### src/rtl/core/itar_pkg.sv
package itar_pkg;

  localparam int unsigned NumSlots   = 16;
  localparam int unsigned BinBits    = 32;
  localparam int unsigned DecDigits  = 10;
  localparam int unsigned OctDigits  = 11;
  localparam int unsigned Hex32Digits = 8;
  localparam int unsigned Hex64Digits = 16;

  localparam logic [7:0] CharZero  = 8'h30;
  localparam logic [7:0] CharUpperA = 8'h41;
  localparam logic [7:0] CharLowerA = 8'h61;
  localparam logic [7:0] CharMinus = 8'h2d;

  typedef enum logic [2:0] {
    KIND_SDEC  = 3'd0,
    KIND_UDEC  = 3'd1,
    KIND_OCT   = 3'd2,
    KIND_HEX32 = 3'd3,
    KIND_HEX64 = 3'd4
  } kind_e;

  typedef enum logic [2:0] {
    ST_IDLE,
    ST_CONVERT,
    ST_SKIP,
    ST_SIGN,
    ST_EMIT
  } state_e;

  typedef struct packed {
    logic [2:0]  kind;
    logic [63:0] value;
  } in_req_t;

  typedef struct packed {
    logic [7:0] character;
    logic       last;
    logic [4:0] emitted_count;
  } out_rsp_t;

  typedef struct packed {
    logic load;
    logic conv_step;
    logic skip_shift;
    logic emit_sign;
    logic emit_digit;
  } cmd_t;

  typedef struct packed {
    logic kind_ok;
    logic in_dec;
    logic conv_done;
    logic top_zero;
    logic rem_one;
    logic neg;
    logic out_free;
  } sts_t;

  function automatic logic [7:0] digit_char(logic [3:0] d, logic lower);
    logic [7:0] d8;
    d8 = {4'b0000, d};
    if (d < 4'd10) begin
      return CharZero + d8;
    end
    return (lower ? CharLowerA : CharUpperA) + d8 - 8'd10;
  endfunction

endpackage

### src/rtl/core/integer_to_ascii_radix.sv
// Channel  Direction  Handshake             Payload
// in       input      in_valid_i/in_ready_o in_req_i  (kind, value)
// out      output     out_valid_o/out_ready_i out_rsp_o (character, last, emitted_count)
//
// One request at a time. Decimal kinds run a 32-step double dabble loop after
// the accept, then skip leading zeros one at a time (up to 9), then emit the
// characters one at a time. Octal and hex skip leading zeros directly, one at a
// time (up to 15), then emit the characters. Reset clears the controller and
// output valid only.
// A stalled output holds the controller; a new request is taken once the last
// character of the previous one is in the output register.
module integer_to_ascii_radix import itar_pkg::*; (
  input  logic     clk_i,
  input  logic     rst_ni,
  input  logic     in_valid_i,
  output logic     in_ready_o,
  input  in_req_t  in_req_i,
  output logic     out_valid_o,
  input  logic     out_ready_i,
  output out_rsp_t out_rsp_o
);

  cmd_t cmd;
  sts_t sts;

  itar_ctrl u_ctrl (
    .clk_i      (clk_i),
    .rst_ni     (rst_ni),
    .in_valid_i (in_valid_i),
    .in_ready_o (in_ready_o),
    .sts_i      (sts),
    .cmd_o      (cmd)
  );

  itar_dpath u_dpath (
    .clk_i       (clk_i),
    .rst_ni      (rst_ni),
    .in_req_i    (in_req_i),
    .cmd_i       (cmd),
    .sts_o       (sts),
    .out_ready_i (out_ready_i),
    .out_valid_o (out_valid_o),
    .out_rsp_o   (out_rsp_o)
  );

endmodule

### src/rtl/core/itar_ctrl.sv
module itar_ctrl import itar_pkg::*; (
  input  logic clk_i,
  input  logic rst_ni,
  input  logic in_valid_i,
  output logic in_ready_o,
  input  sts_t sts_i,
  output cmd_t cmd_o
);

  state_e state_q, state_d;

  always_ff @(posedge clk_i or negedge rst_ni) begin
    if (!rst_ni) begin
      state_q <= ST_IDLE;
    end else begin
      state_q <= state_d;
    end
  end

  always_comb begin
    state_d    = state_q;
    cmd_o      = '0;
    in_ready_o = 1'b0;
    unique case (state_q)
      ST_IDLE: begin
        in_ready_o = 1'b1;
        // Requests with an unused kind are taken and dropped.
        if (in_valid_i && sts_i.kind_ok) begin
          cmd_o.load = 1'b1;
          state_d    = sts_i.in_dec ? ST_CONVERT : ST_SKIP;
        end
      end
      ST_CONVERT: begin
        cmd_o.conv_step = 1'b1;
        if (sts_i.conv_done) begin
          state_d = ST_SKIP;
        end
      end
      ST_SKIP: begin
        if (sts_i.top_zero && !sts_i.rem_one) begin
          cmd_o.skip_shift = 1'b1;
        end else begin
          state_d = sts_i.neg ? ST_SIGN : ST_EMIT;
        end
      end
      ST_SIGN: begin
        if (sts_i.out_free) begin
          cmd_o.emit_sign = 1'b1;
          state_d         = ST_EMIT;
        end
      end
      ST_EMIT: begin
        if (sts_i.out_free) begin
          cmd_o.emit_digit = 1'b1;
          if (sts_i.rem_one) begin
            state_d = ST_IDLE;
          end
        end
      end
      default: begin
        state_d = ST_IDLE;
      end
    endcase
  end

endmodule

### src/rtl/core/itar_dpath.sv
module itar_dpath import itar_pkg::*; (
  input  logic     clk_i,
  input  logic     rst_ni,
  input  in_req_t  in_req_i,
  input  cmd_t     cmd_i,
  output sts_t     sts_o,
  input  logic     out_ready_i,
  output logic     out_valid_o,
  output out_rsp_t out_rsp_o
);

  localparam int unsigned SlotBits = 4 * NumSlots;
  localparam int unsigned BcdBits  = 4 * DecDigits;
  localparam int unsigned BcdLow   = SlotBits - BcdBits;
  localparam int unsigned OctLow   = NumSlots - OctDigits;

  // Digits stay left-justified: the next character is always the top slot.
  logic [SlotBits-1:0] dig_q, dig_d;
  logic [BinBits-1:0]  bin_q, bin_d;
  logic [4:0]          bitcnt_q, bitcnt_d;
  logic [4:0]          rem_q, rem_d;
  logic [4:0]          cnt_q, cnt_d;
  logic                neg_q, neg_d;
  logic                lower_q, lower_d;
  logic                out_valid_q, out_valid_d;
  out_rsp_t            out_rsp_q, out_rsp_d;

  logic [31:0]         low32;
  logic [BinBits-1:0]  mag;
  logic [SlotBits-1:0] oct_slots;
  logic [BcdBits-1:0]  bcd_adj;
  logic [3:0]          nib;
  logic                kind_ok;
  logic                in_dec;

  assign low32 = in_req_i.value[31:0];
  assign mag   = low32[31] ? (~low32 + 32'd1) : low32;

  always_comb begin
    oct_slots = '0;
    for (int i = 0; i < OctDigits - 1; i++) begin
      oct_slots[4*(OctLow+i) +: 4] = {1'b0, low32[3*i +: 3]};
    end
    oct_slots[SlotBits-1 -: 4] = {2'b00, low32[31:30]};
  end

  always_comb begin
    kind_ok = 1'b1;
    in_dec  = 1'b0;
    unique case (kind_e'(in_req_i.kind))
      KIND_SDEC, KIND_UDEC: in_dec = 1'b1;
      KIND_OCT, KIND_HEX32, KIND_HEX64: in_dec = 1'b0;
      default: kind_ok = 1'b0;
    endcase
  end

  // Double dabble correction on the ten BCD digits before each shift.
  always_comb begin
    for (int i = 0; i < DecDigits; i++) begin
      nib = dig_q[BcdLow + 4*i +: 4];
      bcd_adj[4*i +: 4] = (nib >= 4'd5) ? nib + 4'd3 : nib;
    end
  end

  always_comb begin
    dig_d       = dig_q;
    bin_d       = bin_q;
    bitcnt_d    = bitcnt_q;
    rem_d       = rem_q;
    cnt_d       = cnt_q;
    neg_d       = neg_q;
    lower_d     = lower_q;
    out_rsp_d   = out_rsp_q;
    out_valid_d = out_valid_q;
    if (out_ready_i) begin
      out_valid_d = 1'b0;
    end

    if (cmd_i.load) begin
      cnt_d    = '0;
      bitcnt_d = '0;
      neg_d    = 1'b0;
      lower_d  = 1'b0;
      dig_d    = '0;
      bin_d    = low32;
      unique case (kind_e'(in_req_i.kind))
        KIND_SDEC: begin
          neg_d = low32[31];
          bin_d = mag;
          rem_d = 5'(DecDigits);
        end
        KIND_UDEC: begin
          rem_d = 5'(DecDigits);
        end
        KIND_OCT: begin
          dig_d = oct_slots;
          rem_d = 5'(OctDigits);
        end
        KIND_HEX32: begin
          dig_d = {low32, 32'd0};
          rem_d = 5'(Hex32Digits);
        end
        KIND_HEX64: begin
          dig_d   = in_req_i.value;
          lower_d = 1'b1;
          rem_d   = 5'(Hex64Digits);
        end
        default: begin
          rem_d = rem_q;
        end
      endcase
    end

    if (cmd_i.conv_step) begin
      dig_d[SlotBits-1:BcdLow] = {bcd_adj[BcdBits-2:0], bin_q[BinBits-1]};
      bin_d    = {bin_q[BinBits-2:0], 1'b0};
      bitcnt_d = bitcnt_q + 5'd1;
    end

    if (cmd_i.skip_shift) begin
      dig_d = {dig_q[SlotBits-5:0], 4'd0};
      rem_d = rem_q - 5'd1;
    end

    if (cmd_i.emit_sign) begin
      out_rsp_d.character     = CharMinus;
      out_rsp_d.last          = 1'b0;
      out_rsp_d.emitted_count = cnt_q + 5'd1;
      cnt_d                   = cnt_q + 5'd1;
      out_valid_d             = 1'b1;
    end

    if (cmd_i.emit_digit) begin
      out_rsp_d.character     = digit_char(dig_q[SlotBits-1 -: 4], lower_q);
      out_rsp_d.last          = (rem_q == 5'd1);
      out_rsp_d.emitted_count = cnt_q + 5'd1;
      cnt_d                   = cnt_q + 5'd1;
      dig_d                   = {dig_q[SlotBits-5:0], 4'd0};
      rem_d                   = rem_q - 5'd1;
      out_valid_d             = 1'b1;
    end
  end

  always_ff @(posedge clk_i or negedge rst_ni) begin
    if (!rst_ni) begin
      out_valid_q <= 1'b0;
    end else begin
      out_valid_q <= out_valid_d;
    end
  end

  always_ff @(posedge clk_i) begin
    dig_q     <= dig_d;
    bin_q     <= bin_d;
    bitcnt_q  <= bitcnt_d;
    rem_q     <= rem_d;
    cnt_q     <= cnt_d;
    neg_q     <= neg_d;
    lower_q   <= lower_d;
    out_rsp_q <= out_rsp_d;
  end

  assign sts_o.kind_ok   = kind_ok;
  assign sts_o.in_dec    = in_dec;
  assign sts_o.conv_done = (bitcnt_q == 5'(BinBits - 1));
  assign sts_o.top_zero  = (dig_q[SlotBits-1 -: 4] == 4'd0);
  assign sts_o.rem_one   = (rem_q == 5'd1);
  assign sts_o.neg       = neg_q;
  assign sts_o.out_free  = !out_valid_q || out_ready_i;

  assign out_valid_o = out_valid_q;
  assign out_rsp_o   = out_rsp_q;

endmodule

### config.mk
export PLATFORM = sky130hd
export DESIGN_NAME = integer_to_ascii_radix
export DESIGN_NICKNAME = d
export VERILOG_FILES = /design/src/rtl/core/itar_pkg.sv /design/src/rtl/core/integer_to_ascii_radix.sv /design/src/rtl/core/itar_ctrl.sv /design/src/rtl/core/itar_dpath.sv
export SDC_FILE = /design/constraint.sdc
export NUM_CORES = 1
export LEC_CHECK = 0
export BUFFER_PORTS_ARGS = -buffer_cell sky130_fd_sc_hd__buf_2
export CAP_MARGIN = 40
export CORE_ASPECT_RATIO = 1.4
export CORE_MARGIN = 8
export CORE_UTILIZATION = 50
export CTS_CLUSTER_SIZE = 30
export DETAILED_ROUTE_END_ITERATION = 8
export PLACE_DENSITY = 0.81
export SETUP_SLACK_MARGIN = 0.4
export SLEW_MARGIN = 20
export SYNTH_ARGS = -nofsm -noshare
export SYNTH_HDL_FRONTEND = slang
export SYNTH_SLANG_ARGS = --single-unit
export TNS_END_PERCENT = 10
### constraint.sdc
create_clock -name clk_i -period 2.8 [get_ports clk_i]
set_input_delay 0.42 -clock clk_i [delete_from_list [all_inputs] [get_ports clk_i]]
set_output_delay 0.42 -clock clk_i [all_outputs]
set_load 0.005 [all_outputs]
==> out/metrics.yaml, run 1 <==
report.final.slew_viol_count: 0
status: "finished clean"
yosysSeqAreaShare_pct: 47.7
async_flop_share_pct: 3.08
path_class: "flip-flop to flip-flop"
final_hold_viol_count: 0
final_cell_mix: "121 x edfxtp_1, 90 x nand2_1, 85 x buf_2"
finalCritPeriodShare_pct: 84.3
fp.dieW_microns: 123
period_needed_ps: 2360
via_per_inst: 6.35
io_pins: 87
drive_above_1_share_pct: 17.1
areaGrowthSynthToFinish_pct: 16.3
drt_iter0_drc: 905
r2r_end: "u_dpath.dig_q[24]"
synth_top_area_share_pct: 45.2
antenna_found_initial: 2
n_fill_cell: 1291
synth_area_per_cell_sq_um: 9.89
clock_sinks: 130
grt_busiest_layer: "met2"
final_common_cell: "edfxtp_1"
path_clk_slew_ps: 60
ff2ff_path_depth: 7
place_congestion: 0.906
synthTopCellsByArea: "edfxtp_1 45%, o21ai_0 4.4%, nand2_1 4.3%, ha_1 4.2%, a21oi_1 3.8%"
r2r_setup_slack_ps: 440
setup_viol: 0
dp_hpwl_microns: 16000
r2r-start: "u_dpath.rem_q[1]"
start_util_pct: 50.4
clock_skew_ps: 7.44
met2_usage_pct: 36.7
power_density_nw_per_um2: 1020
finalPower_mw: 9.56
first_pass_iters: 9
cp.required_ps: 2960
cts_tree: "built"
clk_latency_ps: 420
grt_overflow: 0
endpoint_kind: "flip-flop"
clock_path_buffers: 2
rsz0062_at_grt: "false"
ys_ff_latch: 130
hold_path.class: "input pin to asynchronous set/reset pin"
netlist-cell-type-count: 63
ir_worst_vdd_uv: 432
die_h_microns: 166
synth-main-ff-cell: "edfxtp_1"
dieArea_sq_um: 20500
tightest_slew_ps: 592
netlist_area_sq_um: 8040
critPathMaxFanout: 70
yosysWarnings: 0
drc_errors: 0
grt_pass1_vias: 6689
port_buffers: 85
ant_nets: 0
grt_pass1_wl_microns: 35500
max_freq_mhz: 423
start_kind: "flip-flop"
layout.nets: 980
cts_buffers: 17
routed_wl_microns: 23000
grt_use_total_pct: 22.1
synth_nets: 911
placed_cells: 1060
core_area_sq_um: 16000
synth_largest_area_cell: "edfxtp_1"
routedWlPerCell_microns: 21.0
instances_no_fill: 1095
cp-startpoint: "u_dpath.rem_q[1]"
route.vias.total: 6951
grt_use_met1_pct: 27.1
num_rows: 55
worst-endpoint-arrival_ps: 2520
synth_edf_count: 121
cts_htree_levels: 4
met3_usage_pct: 4.12
drv_cap: 0
cts_root_buf: "clkbuf_16"
crit_end: "u_dpath.dig_q[24]"
tns_ps: 0
syn_inst: 813
grt_start_max_net_pins: 71
relSlewSlack_pct: 60.2
power.leakage_nw: 3.52
-- layout make-up --
class | count | area [sq um] | area share, %
Inverter | 38 | 143 | 1.52
Tap cell | 199 | 249 | 2.66
Timing Repair Buffer | 107 | 643 | 6.87
Clock inverter | 15 | 208 | 2.22
Multi-Input combinational cell | 588 | 3850 | 41.2
Clock buffer | 17 | 425 | 4.55
Sequential cell | 130 | 3830 | 41.0
Antenna cell | 1 | 2.50 | 0.0267
-- critical path: stages, from the launching register on --
cell and delay (ps):
edfxtp_1 400, inv_1 100, ha_1 160, or4b_1 490, nand4_1 180, nand2_2 110, buf_12 230, a221o_1 410
-- worst min path at each step --
stage          startpoint             endpoint  slack (ps)  cells after the start
3_3_place_gp       rst_ni  u_dpath.out_valid_o         230                      1
6_report           rst_ni    u_ctrl.state_q[1]         330                      2
4_1_cts            rst_ni  u_dpath.out_valid_o         340                      2
2_1_floorplan      rst_ni    u_ctrl.state_q[0]         120                      0
5_1_grt            rst_ni    u_ctrl.state_q[1]         360                      2
3_5_place_dp       rst_ni  u_dpath.out_valid_o         230                      1
-- timing repair --
action                                 in CTS  in global routing
endpoints found under the hold margin       4                  0
setup endpoints to repair                  32                116
pin swaps                                   0                  0
buffers inserted                            0                  1
hold buffers                                1                  0
resized for setup                           2                  1
-- routing by layer --
layer / share of wire, % / wire length [microns]
met3: 9.4 / 2150
met2: 50 / 11500
met5: 0.048 / 11
met4: 3.8 / 870
met1: 37 / 8460
-- synth_stat cells, types with 7 or more instances --
cell type,number
a221o_1,9
nor2b_1,7
o21ai_0,71
a31oi_1,9
a22oi_1,33
xor2_1,18
and3_1,7
edfxtp_1,121
o221ai_1,15
nand3_1,9
ha_1,27
mux2i_1,27
a22o_1,20
nand2_1,92
nor3b_1,16
clkbuf_1,37
inv_1,37
xnor2_1,30
a21oi_1,61
nor3_1,12
nor2_1,56
nand2b_1,13
buf_2,12
-- cell families (layout without fill, tap and decap cells) --
kind of cell,count (synthesis),count (layout),synth area share [%]
compound gates,248,248,20.1
simple gates,237,237,14.6
flops,130,130,47.7
buf+inv,95,177,4.82
xor+xnor,48,48,5.23
fa+ha+maj,27,27,4.20
mux,27,27,3.36
other cells,1,2,0.0466
-- sequential cells by signal, indices dropped and copies added (netlist names) --
signal and cells:
u_ctrl.state_q 3, u_dpath.bin_q 32, u_dpath.bitcnt_q 5, u_dpath.cnt_q 5, u_dpath.dig_q 64, u_dpath.lower_q 1
u_dpath.neg_q 1, u_dpath.out_rsp_o 13, u_dpath.out_valid_o 1, u_dpath.rem_q 5
-- power by group --
group	leakage (nW)	switching (mW)	total [mW]	internal, mW
Combinational	1.96	2.01	3.31	1.30
Clock	0.308	0.889	2.39	1.50
Sequential	1.25	0.617	3.87	3.25
-- stage by stage --
stage                     instance area, sq um  hold slack (ps)  worst slack, ps  util (%)
after CTS                                 9340              338              442      58.5
final                                     9360              332              438      58.6
after floorplan                           8050              124              267         -
after global placement                    8690              226              410      54.4
after global routing                      9360              357              375      58.6
after detailed placement                  8690              228              378      54.4
Note: power is estimated with default switching activity, not from simulation.
==> inputs of run 2 (changes only) <==
--- a/config.mk
+++ b/config.mk
@@ -12,7 +12,7 @@
 export CORE_UTILIZATION = 50
 export CTS_CLUSTER_SIZE = 30
 export DETAILED_ROUTE_END_ITERATION = 8
-export PLACE_DENSITY = 0.81
+export PLACE_DENSITY = 0.79
 export SETUP_SLACK_MARGIN = 0.4
 export SLEW_MARGIN = 20
 export SYNTH_ARGS = -nofsm -noshare
==> constraint.sdc (replaced) <==
create_clock -name clk_i -period 2.18 [get_ports clk_i]
set_input_delay 0.327 -clock clk_i [delete_from_list [all_inputs] [get_ports clk_i]]
set_output_delay 0.327 -clock clk_i [all_outputs]
set_load 0.005 [all_outputs]
==> out/metrics.yaml, run 2 (synthesis results as in run 1) <==
max_freq_mhz: 445  # +5.0%
drt_iter0_drc: 854  # -5.6%
dieArea_sq_um: 20500  # unchanged
cp.required_ps: 2360  # -600 ps
antenna_found_initial: 0  # -2
cts_buffers: 17  # unchanged
final_hold_viol_count: 0  # unchanged
largest_register: "u_dpath.dig_q"
layout.nets: 1043  # +6.4%
cts_root_buf: "clkbuf_16"
tightest_slew_ps: 526  # -65.3 ps
period_needed_ps: 2250  # -113 ps
final_core_util_pct: 62.9  # +4.3 points
n_fill_cell: 1208  # -6.4%
grt_pass1_vias: 7285  # +8.9%
relSlewSlack_pct: 64.8  # +4.6 points
via_per_inst: 6.38  # +0.52%
violations: "setup timing"
cts_tree: "built"
clk_latency_ps: 440  # +20 ps
die_h_microns: 166  # unchanged
dp_hpwl_microns: 17200  # +7.4%
finalCritPeriodShare_pct: 103  # +19 points
clock_path_buffers: 2  # unchanged
multi_input_area_sq_um: 4060  # +5.4%
status: "complete, but fails checks"
routedWlPerCell_microns: 21.9  # +4.4%
power_density_nw_per_um2: 1300  # +27%
critPathMaxFanout: 11  # -84%
drive_above_1_share_pct: 24.9  # +7.9 points
hold_path.class: "input pin to asynchronous set/reset pin"
ir_worst_vdd_uv: 840  # +94%
final_common_cell: "edfxtp_1"
port_buffers: 85  # unchanged
largest_reg_flops: 64  # unchanged
placed_area_sq_um: 9100  # +4.7%
setup_viol: 40  # +40
grt_pass1_wl_microns: 38000  # +7.3%
cts_htree_levels: 4  # unchanged
num_rows: 55  # unchanged
endpoint_kind: "flip-flop"
place_congestion: 0.946  # +4.4%
grt_start_max_net_pins: 43  # -39%
final_area_sq_um: 10000  # +7.3%
tns_ps: -907  # -907 ps
start_kind: "flip-flop"
seq_area_sq_um: 3840  # about the same
first_pass_iters: 6  # -3
route.vias.total: 7383  # +6.2%
io_pins: 87  # unchanged
fp.dieW_microns: 123  # unchanged
start_util_pct: 50.4  # unchanged
areaGrowthSynthToFinish_pct: 24.8
place_ws_ps: -83.3  # -461 ps
report.final.slew_viol_count: 0  # unchanged
grt_overflow: 0  # unchanged
grt_use_total_pct: 24.0  # +1.9 points
path_class: "flip-flop to flip-flop"
path_clk_slew_ps: 60  # about the same
routed_wl_microns: 25300  # +10%
clock_skew_ps: 12.1  # +4.61 ps
clock_sinks: 130  # unchanged
fin_ws_ps: -68.7  # -507 ps
drc_errors: 0  # unchanged
power.leakage_nw: 3.86  # +9.5%
ant_nets: 0  # unchanged
final_cell_mix: "121 x edfxtp_1, 86 x nand2_1, 85 x buf_2"
finalPower_mw: 13.0  # +36%
rsz0062_at_grt: "true"
worst-endpoint-arrival_ps: 2430  # -90 ps
drv_cap: 0  # unchanged
core_area_sq_um: 16000  # unchanged
num_antenna_cells: 0  # -1
run 2: where the power goes:
part	internal, mW	leakage (nW)	switching, mW
Sequential	4.18	1.25	0.787
Clock	1.77	0.286	1.14
Combinational	2.11	2.32	3.04
Total	8.06	3.86	4.97
run 2: final cells by class:
cell class,instances,area share (%)
Multi-Input combinational cell,593,40.4
Sequential cell,130,38.2
Timing Repair Buffer,165,11.4
Clock buffer,20,4.65
Tap cell,199,2.48
Inverter,38,1.53
Clock inverter,12,1.31
run 2: metrics by stage:
step / std cells / hold WS, ps
2_1_floorplan: 813 / 31.4
3_3_place_gp: 1110 / 135
3_5_place_dp: 1110 / 138
4_1_cts: 1151 / 238
5_1_grt: 1157 / 248
6_report: 1157 / 231
run 2: what timing repair did:
action                                  CTS  global route
endpoints found under the setup margin  209           229
resized for setup                        12            37
gates cloned                              3             4
hold endpoints to repair                  4             0
pin swaps                                 2            18
buffers inserted                          5             2
hold buffers                              1             0
run 2: path summary, 6_finish.rpt:
kind | from | cells past startpoint | endpoint | slack, ps
setup / recovery | u_dpath.rem_q[1] | 8 | u_dpath.dig_q[4] | -70
hold / removal | rst_ni | 2 | u_dpath.out_valid_o | 230
setup reg to reg | u_dpath.rem_q[1] | 8 | u_dpath.dig_q[4] | -70
hold reg to reg | u_dpath.dig_q[3] | 2 | u_dpath.dig_q[3] | 470
max in group asynchronous | rst_ni | 2 | u_ctrl.state_q[1] | 1820
min in group clk_i | in_req_i[2] | 3 | u_dpath.dig_q[2] | 250
run 2: critical path: stages (launching register included):
cell and delay, ps:
edfxtp_1 400, inv_2 100, ha_4 130, or4b_4 450, nand4_1 200, nand2_4 140, buf_12 170, clkbuf_16 160
a22o_1 240
run 2: per-layer routing:
layer  GRT usage, %  wire [microns]  part of all wire (%)  up-vias
met5              0               0                     0        -
met4           15.2            1660                   6.5        0
met3           5.41            2150                   8.5      119
met2           40.0           12500                    49      481
met1           26.8            9040                    36     3508
li1               -               -                     -     3275
==> inputs of run 3 (changes only) <==
==> constraint.sdc (replaced) <==
create_clock -name clk_i -period 2.18 [get_ports clk_i]
set_input_delay 0.218 -clock clk_i [delete_from_list [all_inputs] [get_ports clk_i]]
set_output_delay 0.218 -clock clk_i [all_outputs]
set_load 0.005 [all_outputs]
==> out/metrics.yaml, run 3 (synthesis results as in run 1) <==
max_freq_mhz: 437  # -1.7%
critPathMaxStageDelay_ps: 450  # about the same
report.final.slew_viol_count: 0  # unchanged
dp_hpwl_microns: 17300  # +0.69%
largest_register: "u_dpath.dig_q"
place_congestion: 0.916  # -3.2%
routedWlPerCell_microns: 22.3  # +1.6%
relSlewSlack_pct: 58.7  # -6.1 points
areaGrowthSynthToFinish_pct: 26.6
grt_use_total_pct: 23.9  # -0.16 points
hold_path.class: "input pin to asynchronous set/reset pin"
die_h_microns: 166  # unchanged
first_pass_iters: 6  # unchanged
drive_above_1_share_pct: 26.6  # +1.6 points
clock_skew_ps: 7.00  # -5.05 ps
r2r-start: "u_dpath.rem_q[1]"
crit_end: "u_dpath.dig_q[49]"
period_needed_ps: 2290  # +38.0 ps
cts_root_buf: "clkbuf_16"
dieArea_sq_um: 20500  # unchanged
path_class: "flip-flop to flip-flop"
ff2ff_path_depth: 9  # +1
power.leakage_nw: 3.88  # +0.71%
final_common_cell: "edfxtp_1"
setup_viol: 70  # +75%
tightest_slew_ps: 618  # +91.4 ps
num_rows: 55  # unchanged
cp_slowest_cell: "or4b_4"
grt_start_max_net_pins: 41  # -4.7%
finalPower_mw: 13.6  # +4.6%
r2r_setup_slack_ps: -110  # -40 ps
path_clk_slew_ps: 60  # about the same
ir_worst_vdd_uv: 756  # -9.9%
start_util_pct: 50.4  # unchanged
finalCritPeriodShare_pct: 105  # +1.7 points
clk_latency_ps: 420  # -20 ps
core_area_sq_um: 16000  # unchanged
final_area_sq_um: 10200  # +1.4%
power_density_nw_per_um2: 1340  # +3.1%
route.vias.total: 7336  # -0.64%
clock_path_buffers: 2  # unchanged
cp-startpoint: "u_dpath.rem_q[1]"
routed_wl_microns: 25700  # +1.4%
io_pins: 87  # unchanged
cp.required_ps: 2330  # -30 ps
violations: "setup timing"
port_buffers: 85  # unchanged
grt_overflow: 0  # unchanged
layout.nets: 1040  # -0.29%
rsz0062_at_grt: "true"
antenna_found_initial: 0  # unchanged
grt_pass1_wl_microns: 38000  # about the same
ant_nets: 0  # unchanged
final_hold_viol_count: 0  # unchanged
critPathMaxFanout: 11  # unchanged
clock_sinks: 130  # unchanged
largest_reg_flops: 64  # unchanged
r2r_end: "u_dpath.dig_q[49]"
cts_tree: "built"
drv_cap: 0  # unchanged
status: "complete, but fails checks"
endpoint_kind: "flip-flop"
grt_pass1_vias: 7273  # -0.16%
fin_ws_ps: -107  # -38.0 ps
drt_iter0_drc: 840  # -1.6%
cts_htree_levels: 4  # unchanged
start_kind: "flip-flop"
cts_buffers: 17  # unchanged
worst-endpoint-arrival_ps: 2440  # about the same
fp.dieW_microns: 123  # unchanged
placed_area_sq_um: 9060  # -0.47%
drc_errors: 0  # unchanged
via_per_inst: 6.35  # -0.46%
cp_cell_sequence: "inv_2, ha_4, or4b_4, nand4_1, nand2_4, buf_12, buf_16, a22oi_2, o21ai_1"
final_cell_mix: "121 x edfxtp_1, 85 x buf_2, 79 x nand2_1"
[run 3: cell types whose count changed in the layout (fill, tap and decap cells not counted), sizes merged, moves of 2 or more]
cell | before | now
inv | 37 | 39
nand2 | 97 | 95
buf | 163 | 161
clkinv | 7 | 2
clkbuf | 21 | 23
bufinv | 2 | 5
[run 3: area by class of cell]
cell class,count,area (sq um)
fillers,1201,5780
multi-input cells,591,4120
flip-flops and latches,130,3840
repair buffers,162,1140
clock buffers,23,468
well taps,199,249
clock inverters,9,179
inverters,38,163
repair inverters,2,22.5
diodes,1,2.50
[run 3: worst max-delay path, delay by kind of cell, from the launching register on]
family	cells	cell delay (ps)
flip-flops	1	420
buffers and inverters	3	410
AO/OA/AOI/OAI	2	250
adder cells (fa/ha/maj)	1	130
AND/OR/NAND/NOR	3	800
[run 3: how the worst min path moves through the flow]
stage,from,end,slack (ps),cells past startpoint
after global placement,rst_ni,u_dpath.out_valid_o,30,1
after detailed placement,rst_ni,u_dpath.out_valid_o,30,1
after CTS,rst_ni,u_dpath.out_valid_o,140,2
final,rst_ni,u_ctrl.state_q[0],130,2
after global routing,rst_ni,u_ctrl.state_q[0],150,2
after floorplan,rst_ni,u_ctrl.state_q[0],-80,0
[run 3: repair_timing]
| item | CTS | global route |
|---|---|---|
| pin swaps | 18 | 25 |
| setup endpoints to repair | 201 | 220 |
| gates resized for setup | 44 | 30 |
| setup buffers | 5 | 4 |
| gates cloned | 4 | 2 |
| hold buffers | 1 | 0 |
| endpoints found under the hold margin | 4 | 0 |
[run 3: through the flow]
stage	util, %	setup WS, ps	setup TNS (ps)	cells	hold slack (ps)
after floorplan	-	132	0	813	-77.6
after detailed placement	56.7	-54.2	-1930	1106	27.8
after global placement	56.7	12.9	0	1106	25.1
after global routing	63.8	-138	-5970	1154	149
after CTS	62.5	-49.9	-1380	1148	135
final	63.8	-107	-2540	1155	129
[run 3: report_power, final]
group          internal [mW]  switching, mW  total (mW)
logic                   2.25           3.20        5.45
registers               4.18          0.814        4.99
clock network           2.09           1.10        3.19
[run 3: per-layer routing]
layer | part of all wire [%] | vias to the layer above | track usage, %
li1 | - | 3281 | -
met1 | 35 | 3489 | 26.4
met2 | 51 | 455 | 40.1
met3 | 8.7 | 111 | 5.38
met4 | 5.7 | 0 | 15.0
met5 | 0 | - | 0
